[src/design/dhfk_pkg.sv]
// Package for the DH forward-kinematics block: fixed-point constants,
// angle offset table, CORDIC arctangent table and shared control types.
// No dependencies.
package dhfk_pkg;

    localparam int unsigned JOINTS_DEF        = 5;
    localparam int unsigned CORDIC_STAGES_DEF = 16;
    localparam int unsigned LINKS             = 5;

    localparam logic signed [15:0] ONE_Q14     = 16'sd16384;
    localparam logic signed [17:0] PI_Q13      = 18'sd25736;
    localparam logic signed [17:0] HALF_PI_Q13 = 18'sd12868;
    localparam logic signed [17:0] TWO_PI_Q13  = 18'sd51472;
    localparam logic signed [33:0] CORDIC_X0   = 34'sh026DD3B6A;

    // Configuration register indexes
    localparam logic [2:0] REG_LINK_ONE   = 3'd0;
    localparam logic [2:0] REG_LINK_TWO   = 3'd1;
    localparam logic [2:0] REG_LINK_THREE = 3'd2;
    localparam logic [2:0] REG_LINK_FOUR  = 3'd3;
    localparam logic [2:0] REG_BASE_D     = 3'd4;
    localparam logic [2:0] REG_TOOL_D     = 3'd5;

    // DH angle offsets (0..4) and calibration angles (5..9), Q3.13
    function automatic logic signed [15:0] angle_rom(input logic [3:0] idx);
        unique case (idx)
            4'd0:    angle_rom = 16'sd25736;
            4'd1:    angle_rom = 16'sd12868;
            4'd2:    angle_rom = 16'sd0;
            4'd3:    angle_rom = -16'sd12868;
            4'd4:    angle_rom = 16'sd25736;
            4'd5:    angle_rom = 16'sd24306;
            4'd6:    angle_rom = 16'sd9294;
            4'd7:    angle_rom = -16'sd20875;
            4'd8:    angle_rom = 16'sd14655;
            4'd9:    angle_rom = 16'sd23949;
            default: angle_rom = 16'sd0;
        endcase
    endfunction

    function automatic logic signed [33:0] atan_rom(input logic [4:0] idx);
        unique case (idx)
            5'd0:  atan_rom = 34'sh03243F6A8;
            5'd1:  atan_rom = 34'sh01DAC6705;
            5'd2:  atan_rom = 34'sh00FADBAFC;
            5'd3:  atan_rom = 34'sh007F56EA6;
            5'd4:  atan_rom = 34'sh003FEAB76;
            5'd5:  atan_rom = 34'sh001FFD55B;
            5'd6:  atan_rom = 34'sh000FFFAAA;
            5'd7:  atan_rom = 34'sh0007FFF55;
            5'd8:  atan_rom = 34'sh0003FFFEA;
            5'd9:  atan_rom = 34'sh0001FFFFD;
            5'd10: atan_rom = 34'sh0000FFFFF;
            5'd11: atan_rom = 34'sh00007FFFF;
            5'd12: atan_rom = 34'sh00003FFFF;
            5'd13: atan_rom = 34'sh00001FFFF;
            5'd14: atan_rom = 34'sh00000FFFF;
            5'd15: atan_rom = 34'sh000007FFF;
            5'd16: atan_rom = 34'sh000003FFF;
            5'd17: atan_rom = 34'sh000001FFF;
            5'd18: atan_rom = 34'sh000000FFF;
            5'd19: atan_rom = 34'sh0000007FF;
            5'd20: atan_rom = 34'sh0000003FF;
            5'd21: atan_rom = 34'sh0000001FF;
            5'd22: atan_rom = 34'sh0000000FF;
            5'd23: atan_rom = 34'sh00000007F;
            default: atan_rom = 34'sh0;
        endcase
    endfunction

    // Saturate to 16 bits signed
    function automatic logic signed [15:0] sat16(input logic signed [47:0] v);
        if (v > 48'sd32767)
            sat16 = 16'sh7FFF;
        else if (v < -48'sd32768)
            sat16 = 16'sh8000;
        else
            sat16 = v[15:0];
    endfunction

    // Round half up from Q.28 products back to Q.14, saturated
    function automatic logic signed [15:0] round_q14(input logic signed [47:0] v);
        logic signed [47:0] t;
        t = (v + 48'sd8192) >>> 14;
        round_q14 = sat16(t);
    endfunction

    // Datapath commands
    typedef struct packed {
        logic load;        // capture request, reset matrix to identity
        logic theta_calc;  // form reduced joint angle
        logic cordic_init;
        logic cordic_step;
        logic cordic_done; // round cos/sin
        logic link_pos;    // form link translation
        logic mac_clear;
        logic mac_step;    // one multiply-accumulate
        logic mac_store;   // round and store one entry
        logic commit;      // copy new matrix over old
    } dhfk_cmd_t;

    typedef struct packed {
        logic last_iter;
        logic last_entry;
        logic last_term;
    } dhfk_sts_t;

endpackage

[src/design/dhfk_if.sv]
// Valid/ready channel interfaces for the DH forward-kinematics block.
// Depends on nothing.
interface dhfk_in_if;
    logic              valid;
    logic              ready;
    logic              mode;
    logic [2:0]        joint_count;
    logic signed [15:0] angle_one;
    logic signed [15:0] angle_two;
    logic signed [15:0] angle_three;
    logic signed [15:0] angle_four;
    logic signed [15:0] angle_five;
    modport source (output valid, mode, joint_count, angle_one, angle_two,
                    angle_three, angle_four, angle_five, input ready);
    modport sink   (input valid, mode, joint_count, angle_one, angle_two,
                    angle_three, angle_four, angle_five, output ready);
endinterface

interface dhfk_out_if;
    logic               valid;
    logic               ready;
    logic signed [15:0] rot_xx, rot_xy, rot_xz;
    logic signed [15:0] rot_yx, rot_yy, rot_yz;
    logic signed [15:0] rot_zx, rot_zy, rot_zz;
    logic signed [15:0] pos_x, pos_y, pos_z;
    modport source (output valid, rot_xx, rot_xy, rot_xz, rot_yx, rot_yy, rot_yz,
                    rot_zx, rot_zy, rot_zz, pos_x, pos_y, pos_z, input ready);
    modport sink   (input valid, rot_xx, rot_xy, rot_xz, rot_yx, rot_yy, rot_yz,
                    rot_zx, rot_zy, rot_zz, pos_x, pos_y, pos_z, output ready);
endinterface

[src/design/dh_forward_kinematics.sv]
// Top level of the DH forward-kinematics block: configuration registers,
// sequencer and datapath. Uses dhfk_pkg, dhfk_if, dhfk_ctrl, dhfk_datapath.
//
//  channel   role    carries
//  req       sink    mode, joint_count, five joint angles
//  res       source  3x3 rotation and frame origin
//  cfg       write   six link lengths/offsets by index
//
// A request passes the accepting idle state, then per chained joint the angle,
// CORDIC init, CORDIC iteration, rounding and link states and the terms of
// the single multiply-accumulate unit, and last the result state.
// Reset loads the register defaults; no clearing pass.
// The result is held until taken; a new request is accepted afterwards.
module dh_forward_kinematics #(
    parameter int unsigned JOINTS        = dhfk_pkg::JOINTS_DEF,
    parameter int unsigned CORDIC_STAGES = dhfk_pkg::CORDIC_STAGES_DEF
) (
    input  logic              clk,
    input  logic              rst_n,
    dhfk_in_if.sink           req,
    dhfk_out_if.source        res,
    input  logic              cfg_we,
    input  logic [2:0]        cfg_index,
    input  logic [15:0]       cfg_data
);
    import dhfk_pkg::*;

    logic signed [15:0] len_one_reg, len_two_reg, len_three_reg, len_four_reg;
    logic signed [15:0] base_d_reg, tool_d_reg;

    // Write configuration registers
    always_ff @(posedge clk or negedge rst_n)
    begin
        if (!rst_n)
        begin
            len_one_reg   <= -16'sd541;
            len_two_reg   <= 16'sd2540;
            len_three_reg <= 16'sd2212;
            len_four_reg  <= -16'sd33;
            base_d_reg    <= 16'sd2376;
            tool_d_reg    <= -16'sd3031;
        end
        else if (cfg_we)
        begin
            unique case (cfg_index)
                REG_LINK_ONE:   len_one_reg   <= cfg_data;
                REG_LINK_TWO:   len_two_reg   <= cfg_data;
                REG_LINK_THREE: len_three_reg <= cfg_data;
                REG_LINK_FOUR:  len_four_reg  <= cfg_data;
                REG_BASE_D:     base_d_reg    <= cfg_data;
                REG_TOOL_D:     tool_d_reg    <= cfg_data;
                default: ;
            endcase
        end
    end

    dhfk_cmd_t          cmd;
    dhfk_sts_t          sts;
    logic [2:0]         joint_idx;
    logic signed [15:0] rot [9];
    logic signed [15:0] pos [3];

    dhfk_ctrl #(.JOINTS(JOINTS)) u_ctrl (
        .clk         (clk),
        .rst_n       (rst_n),
        .in_valid    (req.valid),
        .in_ready    (req.ready),
        .joint_count (req.joint_count),
        .out_valid   (res.valid),
        .out_ready   (res.ready),
        .joint_idx   (joint_idx),
        .cmd         (cmd),
        .sts         (sts)
    );

    dhfk_datapath #(.CORDIC_STAGES(CORDIC_STAGES)) u_dp (
        .clk            (clk),
        .cmd            (cmd),
        .sts            (sts),
        .joint_idx      (joint_idx),
        .mode           (req.mode),
        .angle_one      (req.angle_one),
        .angle_two      (req.angle_two),
        .angle_three    (req.angle_three),
        .angle_four     (req.angle_four),
        .angle_five     (req.angle_five),
        .link_len_one   (len_one_reg),
        .link_len_two   (len_two_reg),
        .link_len_three (len_three_reg),
        .link_len_four  (len_four_reg),
        .base_offset_d  (base_d_reg),
        .tool_offset_d  (tool_d_reg),
        .rot            (rot),
        .pos            (pos)
    );

    assign res.rot_xx = rot[0];
    assign res.rot_xy = rot[1];
    assign res.rot_xz = rot[2];
    assign res.rot_yx = rot[3];
    assign res.rot_yy = rot[4];
    assign res.rot_yz = rot[5];
    assign res.rot_zx = rot[6];
    assign res.rot_zy = rot[7];
    assign res.rot_zz = rot[8];
    assign res.pos_x  = pos[0];
    assign res.pos_y  = pos[1];
    assign res.pos_z  = pos[2];

endmodule

[src/design/dhfk_ctrl.sv]
// Sequencer for the DH forward-kinematics block: walks joints, CORDIC
// iterations and the matrix multiply-accumulate terms. Uses dhfk_pkg.
module dhfk_ctrl #(
    parameter int unsigned JOINTS = 5
) (
    input  logic                clk,
    input  logic                rst_n,
    input  logic                in_valid,
    output logic                in_ready,
    input  logic [2:0]          joint_count,
    output logic                out_valid,
    input  logic                out_ready,
    output logic [2:0]          joint_idx,
    output dhfk_pkg::dhfk_cmd_t cmd,
    input  dhfk_pkg::dhfk_sts_t sts
);
    import dhfk_pkg::*;

    localparam int unsigned MAXJ = (JOINTS < LINKS) ? JOINTS : LINKS;

    typedef enum logic [7:0] {
        ST_IDLE   = 8'b0000_0001,
        ST_THETA  = 8'b0000_0010,
        ST_CINIT  = 8'b0000_0100,
        ST_CITER  = 8'b0000_1000,
        ST_CDONE  = 8'b0001_0000,
        ST_LINK   = 8'b0010_0000,
        ST_MAC    = 8'b0100_0000,
        ST_OUT    = 8'b1000_0000
    } state_t;

    state_t     state_reg, state_next;
    logic [2:0] joint_reg, joint_next;
    logic [2:0] count_reg, count_next;
    logic [2:0] clamp;

    assign clamp = (joint_count > 3'(MAXJ)) ? 3'(MAXJ) : joint_count;

    always_ff @(posedge clk or negedge rst_n)
    begin
        if (!rst_n)
        begin
            state_reg <= ST_IDLE;
            joint_reg <= '0;
            count_reg <= '0;
        end
        else
        begin
            state_reg <= state_next;
            joint_reg <= joint_next;
            count_reg <= count_next;
        end
    end

    assign in_ready  = (state_reg == ST_IDLE);
    assign out_valid = (state_reg == ST_OUT);
    assign joint_idx = joint_reg;

    // Step through joints; each joint runs CORDIC then the matrix update
    always_comb
    begin
        state_next = state_reg;
        joint_next = joint_reg;
        count_next = count_reg;
        cmd        = '0;
        unique case (state_reg)
            ST_IDLE:
            begin
                if (in_valid)
                begin
                    cmd.load   = 1'b1;
                    joint_next = '0;
                    count_next = clamp;
                    state_next = (clamp == 3'd0) ? ST_OUT : ST_THETA;
                end
            end
            ST_THETA:
            begin
                cmd.theta_calc = 1'b1;
                state_next     = ST_CINIT;
            end
            ST_CINIT:
            begin
                cmd.cordic_init = 1'b1;
                state_next      = ST_CITER;
            end
            ST_CITER:
            begin
                cmd.cordic_step = 1'b1;
                if (sts.last_iter)
                    state_next = ST_CDONE;
            end
            ST_CDONE:
            begin
                cmd.cordic_done = 1'b1;
                state_next      = ST_LINK;
            end
            ST_LINK:
            begin
                cmd.link_pos  = 1'b1;
                cmd.mac_clear = 1'b1;
                state_next    = ST_MAC;
            end
            ST_MAC:
            begin
                cmd.mac_step = 1'b1;
                if (sts.last_term)
                begin
                    cmd.mac_store = 1'b1;
                end
                if (sts.last_term && sts.last_entry)
                begin
                    cmd.commit = 1'b1;
                    joint_next = joint_reg + 3'd1;
                    state_next = (joint_reg + 3'd1 == count_reg) ? ST_OUT : ST_THETA;
                end
            end
            ST_OUT:
            begin
                if (out_ready)
                    state_next = ST_IDLE;
            end
            default: state_next = ST_IDLE;
        endcase
    end

endmodule

[src/design/dhfk_datapath.sv]
// Datapath of the DH forward-kinematics block: angle reduction, iterative
// CORDIC, and a single multiply-accumulate for the chained link matrices.
// Uses dhfk_pkg.
module dhfk_datapath #(
    parameter int unsigned CORDIC_STAGES = 16
) (
    input  logic                clk,
    input  dhfk_pkg::dhfk_cmd_t cmd,
    output dhfk_pkg::dhfk_sts_t sts,
    input  logic [2:0]          joint_idx,
    input  logic                mode,
    input  logic signed [15:0]  angle_one,
    input  logic signed [15:0]  angle_two,
    input  logic signed [15:0]  angle_three,
    input  logic signed [15:0]  angle_four,
    input  logic signed [15:0]  angle_five,
    input  logic signed [15:0]  link_len_one,
    input  logic signed [15:0]  link_len_two,
    input  logic signed [15:0]  link_len_three,
    input  logic signed [15:0]  link_len_four,
    input  logic signed [15:0]  base_offset_d,
    input  logic signed [15:0]  tool_offset_d,
    output logic signed [15:0]  rot [9],
    output logic signed [15:0]  pos [3]
);
    import dhfk_pkg::*;

    localparam int unsigned ITER_W = $clog2(CORDIC_STAGES);

    logic               mode_reg;
    logic signed [15:0] ang_reg [5];
    logic signed [17:0] theta_reg;
    logic               neg_reg;
    logic signed [33:0] x_reg, y_reg, z_reg;
    logic [ITER_W-1:0]  iter_reg;
    logic signed [15:0] c_reg, s_reg;
    logic signed [15:0] pa_reg [3];
    logic signed [15:0] ra_reg [9];
    logic signed [15:0] r_reg [9];
    logic signed [15:0] p_reg [3];
    logic signed [15:0] nr_reg [9];
    logic signed [15:0] np_reg [3];
    logic [3:0]         entry_reg;   // 0..8 rotation, 9..11 position
    logic [1:0]         term_reg;    // 0..2 products, 3 for p*2^14
    logic signed [47:0] acc_reg;

    // Operands of current joint
    logic signed [15:0] ang_sel, a_sel, d_sel, cal_sel, off_sel;
    logic signed [17:0] th0, th1, th2;
    logic               neg_w;

    always_comb
    begin
        ang_sel = ang_reg[joint_idx];
        off_sel = angle_rom(4'(joint_idx));
        cal_sel = angle_rom(4'(joint_idx) + 4'd5);
        unique case (joint_idx)
            3'd0:    begin a_sel = link_len_one;   d_sel = base_offset_d; end
            3'd1:    begin a_sel = link_len_two;   d_sel = '0; end
            3'd2:    begin a_sel = link_len_three; d_sel = '0; end
            3'd3:    begin a_sel = link_len_four;  d_sel = '0; end
            3'd4:    begin a_sel = '0;             d_sel = tool_offset_d; end
            default: begin a_sel = '0;             d_sel = '0; end
        endcase
        th0 = 18'(ang_sel) + 18'(off_sel);
        if (mode_reg)
        begin
            if (joint_idx == 3'd0)
                th0 = 18'(cal_sel) - th0;
            else
                th0 = th0 - 18'(cal_sel);
        end
        // Wrap into one turn; at most two steps are needed for this range
        th1 = th0;
        if (th1 >= PI_Q13)
            th1 = th1 - TWO_PI_Q13;
        else if (th1 < -PI_Q13)
            th1 = th1 + TWO_PI_Q13;
        if (th1 >= PI_Q13)
            th1 = th1 - TWO_PI_Q13;
        else if (th1 < -PI_Q13)
            th1 = th1 + TWO_PI_Q13;
        // Fold into the right half plane
        neg_w = 1'b0;
        th2   = th1;
        if (th1 > HALF_PI_Q13)
        begin
            th2   = th1 - PI_Q13;
            neg_w = 1'b1;
        end
        else if (th1 < -HALF_PI_Q13)
        begin
            th2   = th1 + PI_Q13;
            neg_w = 1'b1;
        end
    end

    // CORDIC step with floor shifts
    logic signed [33:0] dx, dy, xf, yf;
    logic signed [47:0] cr, sr;
    always_comb
    begin
        dx = y_reg >>> iter_reg;
        dy = x_reg >>> iter_reg;
        xf = neg_reg ? -x_reg : x_reg;
        yf = neg_reg ? -y_reg : y_reg;
        cr = (48'(xf) + 48'sd32768) >>> 16;
        sr = (48'(yf) + 48'sd32768) >>> 16;
    end

    // Multiply-accumulate operands
    logic [1:0]         row, col;
    logic signed [15:0] mul_a, mul_b;
    logic signed [31:0] prod;
    logic               is_pos;
    always_comb
    begin
        is_pos = (entry_reg >= 4'd9);
        // Map the entry counter to row and column of the product
        unique case (entry_reg)
            4'd0:    begin row = 2'd0; col = 2'd0; end
            4'd1:    begin row = 2'd0; col = 2'd1; end
            4'd2:    begin row = 2'd0; col = 2'd2; end
            4'd3:    begin row = 2'd1; col = 2'd0; end
            4'd4:    begin row = 2'd1; col = 2'd1; end
            4'd5:    begin row = 2'd1; col = 2'd2; end
            4'd6:    begin row = 2'd2; col = 2'd0; end
            4'd7:    begin row = 2'd2; col = 2'd1; end
            4'd8:    begin row = 2'd2; col = 2'd2; end
            4'd9:    begin row = 2'd0; col = 2'd0; end
            4'd10:   begin row = 2'd1; col = 2'd0; end
            4'd11:   begin row = 2'd2; col = 2'd0; end
            default: begin row = 2'd0; col = 2'd0; end
        endcase
        if (term_reg == 2'd3)
        begin
            mul_a = p_reg[row];
            mul_b = ONE_Q14;
        end
        else
        begin
            mul_a = r_reg[4'(row) * 4'd3 + 4'(term_reg)];
            mul_b = is_pos ? pa_reg[term_reg]
                           : ra_reg[4'(term_reg) * 4'd3 + 4'(col)];
        end
        prod = mul_a * mul_b;
    end

    logic signed [47:0] acc_sum;
    assign acc_sum = acc_reg + 48'(prod);

    assign sts.last_iter  = (iter_reg == ITER_W'(CORDIC_STAGES - 1));
    assign sts.last_entry = (entry_reg == 4'd11);
    assign sts.last_term  = is_pos ? (term_reg == 2'd3) : (term_reg == 2'd2);

    logic signed [47:0] pac, pas;
    assign pac = 48'(a_sel) * 48'(c_reg);
    assign pas = 48'(a_sel) * 48'(s_reg);

    // Hold request, advance CORDIC and matrix accumulation
    always_ff @(posedge clk)
    begin
        if (cmd.load)
        begin
            mode_reg   <= mode;
            ang_reg[0] <= angle_one;
            ang_reg[1] <= angle_two;
            ang_reg[2] <= angle_three;
            ang_reg[3] <= angle_four;
            ang_reg[4] <= angle_five;
            for (int i = 0; i < 9; i++)
                r_reg[i] <= (i % 4 == 0) ? ONE_Q14 : 16'sd0;
            for (int i = 0; i < 3; i++)
                p_reg[i] <= '0;
        end
        if (cmd.theta_calc)
        begin
            theta_reg <= th2;
            neg_reg   <= neg_w;
        end
        if (cmd.cordic_init)
        begin
            x_reg    <= CORDIC_X0;
            y_reg    <= '0;
            z_reg    <= 34'(theta_reg) <<< 17;
            iter_reg <= '0;
        end
        if (cmd.cordic_step)
        begin
            if (!z_reg[33])
            begin
                x_reg <= x_reg - dx;
                y_reg <= y_reg + dy;
                z_reg <= z_reg - atan_rom(5'(iter_reg));
            end
            else
            begin
                x_reg <= x_reg + dx;
                y_reg <= y_reg - dy;
                z_reg <= z_reg + atan_rom(5'(iter_reg));
            end
            iter_reg <= iter_reg + 1'b1;
        end
        if (cmd.cordic_done)
        begin
            c_reg <= sat16(cr);
            s_reg <= sat16(sr);
        end
        if (cmd.link_pos)
        begin
            pa_reg[0] <= round_q14(pac);
            pa_reg[1] <= round_q14(pas);
            pa_reg[2] <= d_sel;
            // Link rotation: twist fixed per joint
            unique case (joint_idx)
                3'd0, 3'd3:
                begin
                    ra_reg[0] <= c_reg; ra_reg[1] <= '0;     ra_reg[2] <= s_reg;
                    ra_reg[3] <= s_reg; ra_reg[4] <= '0;     ra_reg[5] <= -c_reg;
                    ra_reg[6] <= '0;    ra_reg[7] <= ONE_Q14; ra_reg[8] <= '0;
                end
                3'd4:
                begin
                    ra_reg[0] <= c_reg; ra_reg[1] <= s_reg;  ra_reg[2] <= '0;
                    ra_reg[3] <= s_reg; ra_reg[4] <= -c_reg; ra_reg[5] <= '0;
                    ra_reg[6] <= '0;    ra_reg[7] <= '0;     ra_reg[8] <= -ONE_Q14;
                end
                default:
                begin
                    ra_reg[0] <= c_reg; ra_reg[1] <= -s_reg; ra_reg[2] <= '0;
                    ra_reg[3] <= s_reg; ra_reg[4] <= c_reg;  ra_reg[5] <= '0;
                    ra_reg[6] <= '0;    ra_reg[7] <= '0;     ra_reg[8] <= ONE_Q14;
                end
            endcase
        end
        if (cmd.mac_clear)
        begin
            entry_reg <= '0;
            term_reg  <= '0;
            acc_reg   <= '0;
        end
        if (cmd.mac_step)
        begin
            if (cmd.mac_store)
            begin
                if (is_pos)
                    np_reg[row] <= round_q14(acc_sum);
                else
                    nr_reg[entry_reg] <= round_q14(acc_sum);
                acc_reg   <= '0;
                term_reg  <= '0;
                entry_reg <= entry_reg + 4'd1;
            end
            else
            begin
                acc_reg  <= acc_sum;
                term_reg <= term_reg + 2'd1;
            end
        end
        if (cmd.commit)
        begin
            for (int i = 0; i < 9; i++)
                r_reg[i] <= nr_reg[i];
            p_reg[0] <= np_reg[0];
            p_reg[1] <= np_reg[1];
            p_reg[2] <= round_q14(acc_sum);
        end
    end

    assign rot = r_reg;
    assign pos = p_reg;

endmodule

[src/flat_wrapper.sv]
// flat-port wrapper written by rule: the top's interface ports become plain ports
module dh_forward_kinematics_flat import dhfk_pkg::*;
#(
    parameter int unsigned JOINTS        = dhfk_pkg::JOINTS_DEF,
    parameter int unsigned CORDIC_STAGES = dhfk_pkg::CORDIC_STAGES_DEF
)
  (clk, rst_n, cfg_we, cfg_index, cfg_data, req_valid, req_mode, req_joint_count, req_angle_one, req_angle_two, req_angle_three, req_angle_four, req_angle_five, req_ready, res_valid, res_rot_xx, res_rot_xy, res_rot_xz, res_rot_yx, res_rot_yy, res_rot_yz, res_rot_zx, res_rot_zy, res_rot_zz, res_pos_x, res_pos_y, res_pos_z, res_ready);
  dhfk_in_if req_i ();
  dhfk_out_if res_i ();
  input  logic clk;
  input  logic rst_n;
  input  logic cfg_we;
  input  logic [2:0] cfg_index;
  input  logic [15:0] cfg_data;
  input wire logic [$bits(req_i.valid)-1:0] req_valid;
  input wire logic [$bits(req_i.mode)-1:0] req_mode;
  input wire logic [$bits(req_i.joint_count)-1:0] req_joint_count;
  input wire logic [$bits(req_i.angle_one)-1:0] req_angle_one;
  input wire logic [$bits(req_i.angle_two)-1:0] req_angle_two;
  input wire logic [$bits(req_i.angle_three)-1:0] req_angle_three;
  input wire logic [$bits(req_i.angle_four)-1:0] req_angle_four;
  input wire logic [$bits(req_i.angle_five)-1:0] req_angle_five;
  output wire logic [$bits(req_i.ready)-1:0] req_ready;
  output wire logic [$bits(res_i.valid)-1:0] res_valid;
  output wire logic [$bits(res_i.rot_xx)-1:0] res_rot_xx;
  output wire logic [$bits(res_i.rot_xy)-1:0] res_rot_xy;
  output wire logic [$bits(res_i.rot_xz)-1:0] res_rot_xz;
  output wire logic [$bits(res_i.rot_yx)-1:0] res_rot_yx;
  output wire logic [$bits(res_i.rot_yy)-1:0] res_rot_yy;
  output wire logic [$bits(res_i.rot_yz)-1:0] res_rot_yz;
  output wire logic [$bits(res_i.rot_zx)-1:0] res_rot_zx;
  output wire logic [$bits(res_i.rot_zy)-1:0] res_rot_zy;
  output wire logic [$bits(res_i.rot_zz)-1:0] res_rot_zz;
  output wire logic [$bits(res_i.pos_x)-1:0] res_pos_x;
  output wire logic [$bits(res_i.pos_y)-1:0] res_pos_y;
  output wire logic [$bits(res_i.pos_z)-1:0] res_pos_z;
  input wire logic [$bits(res_i.ready)-1:0] res_ready;
  assign req_i.valid = req_valid;
  assign req_i.mode = req_mode;
  assign req_i.joint_count = req_joint_count;
  assign req_i.angle_one = req_angle_one;
  assign req_i.angle_two = req_angle_two;
  assign req_i.angle_three = req_angle_three;
  assign req_i.angle_four = req_angle_four;
  assign req_i.angle_five = req_angle_five;
  assign req_ready = req_i.ready;
  assign res_valid = res_i.valid;
  assign res_rot_xx = res_i.rot_xx;
  assign res_rot_xy = res_i.rot_xy;
  assign res_rot_xz = res_i.rot_xz;
  assign res_rot_yx = res_i.rot_yx;
  assign res_rot_yy = res_i.rot_yy;
  assign res_rot_yz = res_i.rot_yz;
  assign res_rot_zx = res_i.rot_zx;
  assign res_rot_zy = res_i.rot_zy;
  assign res_rot_zz = res_i.rot_zz;
  assign res_pos_x = res_i.pos_x;
  assign res_pos_y = res_i.pos_y;
  assign res_pos_z = res_i.pos_z;
  assign res_i.ready = res_ready;
  dh_forward_kinematics #(.JOINTS(JOINTS), .CORDIC_STAGES(CORDIC_STAGES)) u_core (.clk(clk), .rst_n(rst_n), .req(req_i), .res(res_i), .cfg_we(cfg_we), .cfg_index(cfg_index), .cfg_data(cfg_data));
endmodule
[config.mk]
export PLATFORM = sky130hd
export DESIGN_NAME = dh_forward_kinematics_flat
export DESIGN_NICKNAME = d
export VERILOG_FILES = /design/src/design/dhfk_pkg.sv /design/src/design/dhfk_if.sv /design/src/design/dh_forward_kinematics.sv /design/src/design/dhfk_ctrl.sv /design/src/design/dhfk_datapath.sv /design/src/flat_wrapper.sv
export SDC_FILE = /design/constraint.sdc
export NUM_CORES = 2
export LEC_CHECK = 0
export BUFFER_PORTS_ARGS = -buffer_cell sky130_fd_sc_hd__buf_2
export CAP_MARGIN = 25
export CORE_ASPECT_RATIO = 1.4
export CORE_MARGIN = 10
export CORE_UTILIZATION = 60
export CTS_CLUSTER_SIZE = 40
export DETAILED_ROUTE_END_ITERATION = 8
export GPL_TIMING_DRIVEN = 0
export PLACE_DENSITY = 0.77
export SYNTH_ARGS = -nofsm -noshare
export SYNTH_HDL_FRONTEND = slang
export SYNTH_SLANG_ARGS = --single-unit
[constraint.sdc]
create_clock -name clk -period 39.2 [get_ports clk]
set_clock_uncertainty 0.15 [all_clocks]
set_input_delay 3.92 -clock clk [delete_from_list [all_inputs] [get_ports clk]]
set_output_delay 3.92 -clock clk [all_outputs]
set_load 0.02 [all_outputs]
* Word level (Yosys, flattened, before mapping)
Memories as Yosys holds them, arrays and structs flattened. A register that Yosys moved wholly into a read port is not among the register bits. Index checks and enable logic that the tools add are counted.
Cells by class: reductions and logical operators 19, multiplexer cells 130, multiply operators 5, shifts and indexed selects 2, add/subtract/negate cells 32, bitwise gates (word level) 20, order comparisons 20, equal/unequal tests 26
Operators with widths (number):
- $mux 16 | 41
- $mux 34 | 15
- $mux 144 | 2
- $mux 48 | 5
- $mux 18 | 6
- $add 34x34->34 | 3
- $sub 34x34->34 | 3
- $mul 16x16->32 | 3
- $gt 19x16->1 const B | 4
- $lt 19x16->1 const B | 4
- $add 34x17->35 const B | 2
- $neg 34->34 | 2
- $sshr 34x4->34 | 2
- $add 32x15->33 const B | 2
- $bmux 16 s4 | 1
- $pmux 16 s4 | 1
- $pmux 8 s8 | 1
- $add 48x15->48 const B | 1
- $add 48x32->48 | 1
- $mux 8 | 6
- $add 18x17->18 const B | 2
- $ge 18x16->1 const B | 2
- $lt 18x16->1 const B | 2
- $sub 18x17->18 const B | 2
- other kinds (55) | 141
Word-level totals: memory bits (writable) 464, memories kept 10, input bits 108, bits in read-only memories 1408, flip-flop bits (word level) 513, word-level logic and storage cells 297
Memories:
- (no name shown) | words 16, width 30, rd ports 1, clocked after memory_dff 1, write ports 0, line dhfk_pkg.sv:42 | unique case (idx)
- (no name shown) | words 16, width 30, rd ports 1, clocked after memory_dff 1, write ports 0, line dhfk_pkg.sv:42
- (no name shown) | words 16, width 16, rd ports 1, clocked after memory_dff 0, write ports 0, line dhfk_pkg.sv:26 | unique case (idx)
- u_core.u_dp.nr_reg | words 9, width 16, rd ports 9, clocked after memory_dff 0, write ports 1, line dhfk_datapath.sv:41 | logic signed [15:0] nr_reg [9];
- u_core.u_dp.ra_reg | words 9, width 16, rd ports 1, clocked after memory_dff 0, write ports 9, line dhfk_datapath.sv:38 | logic signed [15:0] ra_reg [9];
- (no name shown) | words 8, width 16, rd ports 1, clocked after memory_dff 0, write ports 0, line dhfk_pkg.sv:26
- 4 more memories

* Logic depth before layout (Yosys ltp)
depth after elaboration 16, gate-level depth with buffers 47, depth with buffers taken out 43

* Cells and area by module
From an unflattened synthesis, not the netlist that was laid out.
Unflattened totals: cell total of the unflattened synthesis 8644, area, all modules 88254.6 µm²
By module, submodules not included:
- dhfk_datapath | times used 1, area each 83625.2 µm², cells each 8349
- dh_forward_kinematics | times used 1, area each 3741.1 µm², cells each 208
- dhfk_ctrl | times used 1, area each 888.4 µm², cells each 87

* Worst setup path before layout
OpenSTA, ideal clock, no wires.
kind register to register, start point register u_core.u_dp.term_reg[1], end point memory u_core.u_dp.np_reg[0][10], data pin, slack 26.537 ns, cell stages (with the launch flop) 38, required time 38.758 ns, arrival time 12.221 ns, library setup time 0.292 ns, clock period less this slack 12.663 ns, path through edfxtp_1 > fa_1 > ha_1 > fa_1 > clkbuf_1 > nor4b_1 > a211oi_1 > a21oi_1 > inv_1 > nor2_1 > fa_1 > fa_1 > fa_1 > fa_1 > inv_1 > fa_1 > inv_1 > ha_1 > [2 not listed] > a21o_1 > a21oi_1 > and3b_1 > o21ai_0 > a211oi_1 > o21ai_0 > a31o_2 > a21o_1 > or4_1 > nor2_2 > a31o_2 > and3_1 > o221ai_1 > or4b_1 > a211oi_1 > o21ai_1 > clkbuf_1 > o21ai_0
Between the ends: longest elaborated chain between the ends 15
Ends and longest elaborated chain:
- start: declaration | line dhfk_datapath.sv:44 | logic [1:0] term_reg;
- start signal: assignment | line dhfk_datapath.sv:257 | term_reg <= term_reg + 2'd1;
- parallel branches: the longest is 6 deep, another holds $mem_v2 9x16
- $mul 16x16->32 (*) | line dhfk_datapath.sv:146 | prod = mul_a * mul_b;
- $add 48x32->48 (*) | line dhfk_datapath.sv:150 | assign acc_sum = acc_reg + 48'(prod);
- $add 48x15->48 (*) | line dhfk_pkg.sv:84 | t = (v + 48'sd8192) >>> 14;
- $lt 34x16->1 | line dhfk_pkg.sv:75 | else if (v < -48'sd32768)
- $mux 16 | line dhfk_pkg.sv:75
- $mux 16 (*) | line dhfk_pkg.sv:73 | if (v > 48'sd32767)
- $mux 16 (*) | line dhfk_datapath.sv:246 | if (is_pos)
- $mux 16 (*) | line dhfk_datapath.sv:244 | if (cmd.mac_store)
- $mux 16 (*) | line dhfk_datapath.sv:242 | if (cmd.mac_step)
- end: declaration | line dhfk_datapath.sv:42 | logic signed [15:0] np_reg [3];
Every way passes the cells marked *. The select of a mux whose other input is x is not followed.

* Final worst setup path
start point register u_core.u_dp.term_reg[0], end point memory u_core.u_dp.nr_reg[8][6], data pin
Between the ends: longest elaborated chain between the ends 15
Ends and longest elaborated chain (line):
- parallel branches: the longest is 6 deep, another holds $mem_v2 9x16
- $mul 16x16->32 (*) | dhfk_datapath.sv:146
- $add 48x32->48 (*) | dhfk_datapath.sv:150
- $add 48x15->48 (*) | dhfk_pkg.sv:84
- $lt 34x16->1 | dhfk_pkg.sv:75
- $mux 16 | dhfk_pkg.sv:75
- $mux 16 (*) | dhfk_pkg.sv:73
- $mux 16 (*) | dhfk_datapath.sv:246
- $mux 16 (*) | dhfk_datapath.sv:244
- $mux 16 (*) | dhfk_datapath.sv:242
- end: declaration | dhfk_datapath.sv:41
Marks and branches as above.

==> PnR_summary.wiki <==
{| class="wikitable"
! Metric !! Value
|-
| Chip Width || roughly 340 um
|-
| Slowest stage cell, crit path || o21ai_1
|-
| Arithmetic-cell share of the synthesized area counting full adders, half adders and majority gates || between 20% and 30%
|-
| Worst path arrival time || between 15000 and 20000 ps
|-
| Via count of the first global-routing pass || 70800
|-
| Worst Hold Path EP || u_core.u_dp.ra_reg[3][5]
|-
| Number of setup buffers added after CTS || 0
|-
| Measured slew at the worst slew-check pin || 1270 ps
|-
| Relative area change from synthesis to final layout || 8.77%
|-
| Final cell utilization of the core || around two thirds
|-
| Synth Area in XOR/XNOR || 4.23%
|-
| Final setup violation count || 0
|-
| Leading register cell type out of synthesis || edfxtp_1
|-
| CTS H-tree depth || 3
|-
| Async set or reset register ratio after synthesis || a little under an eighth
|-
| Pre-Repair DR Iteration Count || 7
|-
| Final weighted congestion of routability-driven global placement || approximately 1
|-
| Wire length per cell after detailed routing || 24.9 um
|-
| Pre-CTS setup slack || ~23000 ps
|-
| Clock tree from TritonCTS || done
|-
| Type of the worst min-delay path || register to register
|-
| Detailed router's first-iteration violation count || 5988
|-
| Total I/O pin count || slightly above 300
|-
| Synthesized-area fraction occupied by ao, oa, aoi and oai cells || 10.2%
|-
| Distinct cells, synth || 132
|-
| Rel. slew slack || 15.6%
|-
| DIE HEIGHT || 473 um
|-
| Number of DRC violations after detailed routing || 0
|-
| Maximum number of pins on one net before global-route repair || around 130
|-
| Number of nets with antenna violations after routing || 0
|-
| Ratio of routed vias to standard cells || just over 6
|-
| F_max || between 60 and 70 MHz
|-
| Reported max-cap violation count || 0
|-
| Clock tree root driver cell || clkbuf_16
|-
| Total number of vias || 67700
|-
| Post-route standard cell area excluding fillers || roughly 96000 um^2
|-
| Number of max-slew violations in the final report || 0
|-
| Final #Nets || approximately 11000
|-
| Count of yosys warnings during synthesis || 0
|-
| Area of the core || roughly 150000 um^2
|-
| Worst hold path depth || 0
|-
| CP dominant cell by count || fa_1
|-
| Sum of overflow across all layers after global routing || 0
|-
| Setup tns final || 0 ps
|-
| Biggest fanout along the worst timing path || 11
|-
| Hold Path Origin || u_core.u_dp.s_reg[5]
|-
| Worst-case register-to-register setup slack || between 20000 and 25000 ps
|-
| Area of the die || ~160000 um^2
|-
| Share of the yosys chip area belonging to registers || between 30% and 40%
|-
| Category of the critical setup timing path || register to register
|-
| Average footprint of a synthesized cell || 10.2 um^2
|-
| Outcome || finished clean
|-
| Number of cells on the worst reg-to-reg path || 40
|-
| Filler Cells Inserted || about 12000
|-
| Sink count of the clock tree || about 950
|-
| Seq cells post-synth || 951
|-
| Netlist area before placement || approximately 90000 um^2
|-
| First-pass GRT wire length || around 420 mm
|-
| Later-pin clock latency in the skew report || 740 ps
|-
| Share of the cycle needed by the critical path after routing || between 40 and 50%
|-
| Number of hold-slack violations in the final timing report || 0
|-
| Mux contribution to synthesized area || 5.74%
|-
| Combinational family with the most area after synthesis || adder cells
|-
| Number of antenna violations at the first check in global routing || 13
|-
| Clock-pin slew of the registers on the worst-case setup and hold paths || approximately 70 ps
|-
| Number of gates given a new drive strength after cts || 0
|-
| Number of cells produced by synthesis || about 8700
|-
| Post-layout minimum cycle time || 16560 ps
|-
| Post-DP HPWL || between 200 and 250 mm
|-
| Fraction of the mapped netlist area in simple logic gates || approximately 14%
|-
| Reg2Reg Launch Point || u_core.u_dp.term_reg[0]
|-
| Number of I/O port buffers || 299
|-
| Post-route setup slack || 22640 ps
|-
| RSZ-0062 raised after global routing || no
|-
| Area after detailed placement || 92600 um^2
|-
| Number of enable flip-flop cells after synthesis || ~800
|-
| Endpoint type of the worst setup path || register
|-
| Capture point of the worst reg-to-reg path || u_core.u_dp.nr_reg[8][6]
|-
| Initial cell density of the core || around 60%
|-
| Syn Nets || about 10000
|-
| Maximum buffer depth of the clock tree || 3
|-
| Total clock buffers created by CTS || 91
|-
| Worst path required time || around 39000 ps
|-
| Fraction of final layout cells sized beyond drive strength 1 || around 10%
|-
| GRT Util Overall || around a third
|-
| Critical Path Max Stage Delay || 1080 ps
|-
| Post-detailed-routing wire length || ~280 mm
|-
| Worst setup SP type || register
|-
| Hold buffer count at cts || 0
|-
| Std-Cell Rows || about 170
|}
==> cells in the mapped netlist (27+ instances only) <==
cell,number,area share [%]
dfrtp_1,59,1.7
nand4_1,27,0.19
nor2b_1,61,0.43
ha_1,487,6.9
o21ai_0,364,2.1
nand3_1,110,0.63
dfxtp_1,39,0.89
or2_2,31,0.22
or3_1,75,0.53
clkbuf_1,349,1.5
edfxtp_1,802,27
nor3_1,134,0.76
mux2i_1,143,1.6
nand2b_1,61,0.43
a211oi_1,50,0.43
o22ai_1,31,0.22
and2_1,366,2.6
mux2_2,122,1.6
nor2_1,667,2.8
fa_1,907,21
dfstp_2,51,1.5
nand2_1,917,3.9
xnor2_1,249,2.5
o21ai_1,31,0.18
o211ai_1,51,0.44
mux4_2,99,2.5
a21oi_1,335,1.9
a31oi_1,52,0.37
xor2_1,156,1.6
a21o_1,82,0.70
buf_1,35,0.15
inv_1,1120,4.8
o21a_1,42,0.36
and3_1,77,0.55
==> cell type report <==
class                   count  area [um^2]  area share (%)
multi-input cells        6179        54500            57.0
clock inverters            60          649           0.679
inverters                1126         4240            4.44
flip-flops and latches    951        27700            28.9
clock buffers             108         2350            2.45
well taps                1932         2420            2.53
plain buffers             405         1570            1.64
repair buffers            361         2200            2.30
diodes                      4         10.0          0.0105
==> metrics by stage <==
step,instances,hold slack [ps]
2_1_floorplan,8661,274
3_3_place_gp,10900,283
3_5_place_dp,10900,284
4_1_cts,11100,300
5_1_grt,11100,308
6_report,11100,299
==> worst max-delay path: cells and delay by family (launching register included) <==
kind	cells	cell delay, ps
compound gates	12	5460
xor+xnor	1	170
fa+ha+maj	8	3830
buf+inv	9	2860
flops	1	570
mux	2	1030
simple gates	8	2110
==> per-layer routing <==
layer	track usage [%]	part of all wire (%)	up-vias
li1	-	-	30100
met1	37.5	34	33600
met2	60.3	51	3054
met3	4.87	6.6	918
met4	22.9	8.2	20
met5	0	0.038	-
==> kinds of logic after synthesis <==
logic type      after synthesis
simple gates               2640
xor+xnor                    414
fa+ha+maj                  1394
flops                       951
mux                         365
buf+inv                    1531
compound gates             1366
==> placed cells by master (no fill, tap or decap), types with 52 or more instances in the layout <==
cell type,n
or3_1,75
nor2b_1,61
nand2_1,917
a21oi_1,335
mux4_2,99
clkbuf_16,91
xor2_1,156
fa_1,907
mux2_2,122
clkbuf_1,362
edfxtp_1,802
a31oi_1,52
nand3_1,110
and2_1,366
buf_2,320
inv_1,1115
o21ai_0,352
xnor2_1,249
a21o_1,82
nor2_1,662
dfrtp_1,59
and3_1,77
mux2i_1,142
ha_1,487
nor3_1,130
nand2b_1,61
==> worst max path at each step <==
stage | to | depth (start not counted) | startpoint | slack (ps)
floorplan | u_core.u_dp.np_reg[0][10] | 37 | u_core.u_dp.term_reg[1] | 26540
global placement | u_core.u_dp.nr_reg[0][14] | 38 | u_core.u_dp.term_reg[1] | 21260
detailed placement | u_core.u_dp.nr_reg[0][0] | 40 | u_core.u_dp.term_reg[0] | 22960
CTS | u_core.u_dp.nr_reg[8][0] | 40 | u_core.u_dp.term_reg[0] | 22830
global route | u_core.u_dp.nr_reg[8][6] | 38 | u_core.u_dp.term_reg[0] | 22120
finish | u_core.u_dp.nr_reg[8][6] | 40 | u_core.u_dp.term_reg[0] | 22640
Power is left out: the tool's default activity adds up to more than one toggle a clock period on the data nets, which glitch-free logic cannot reach.
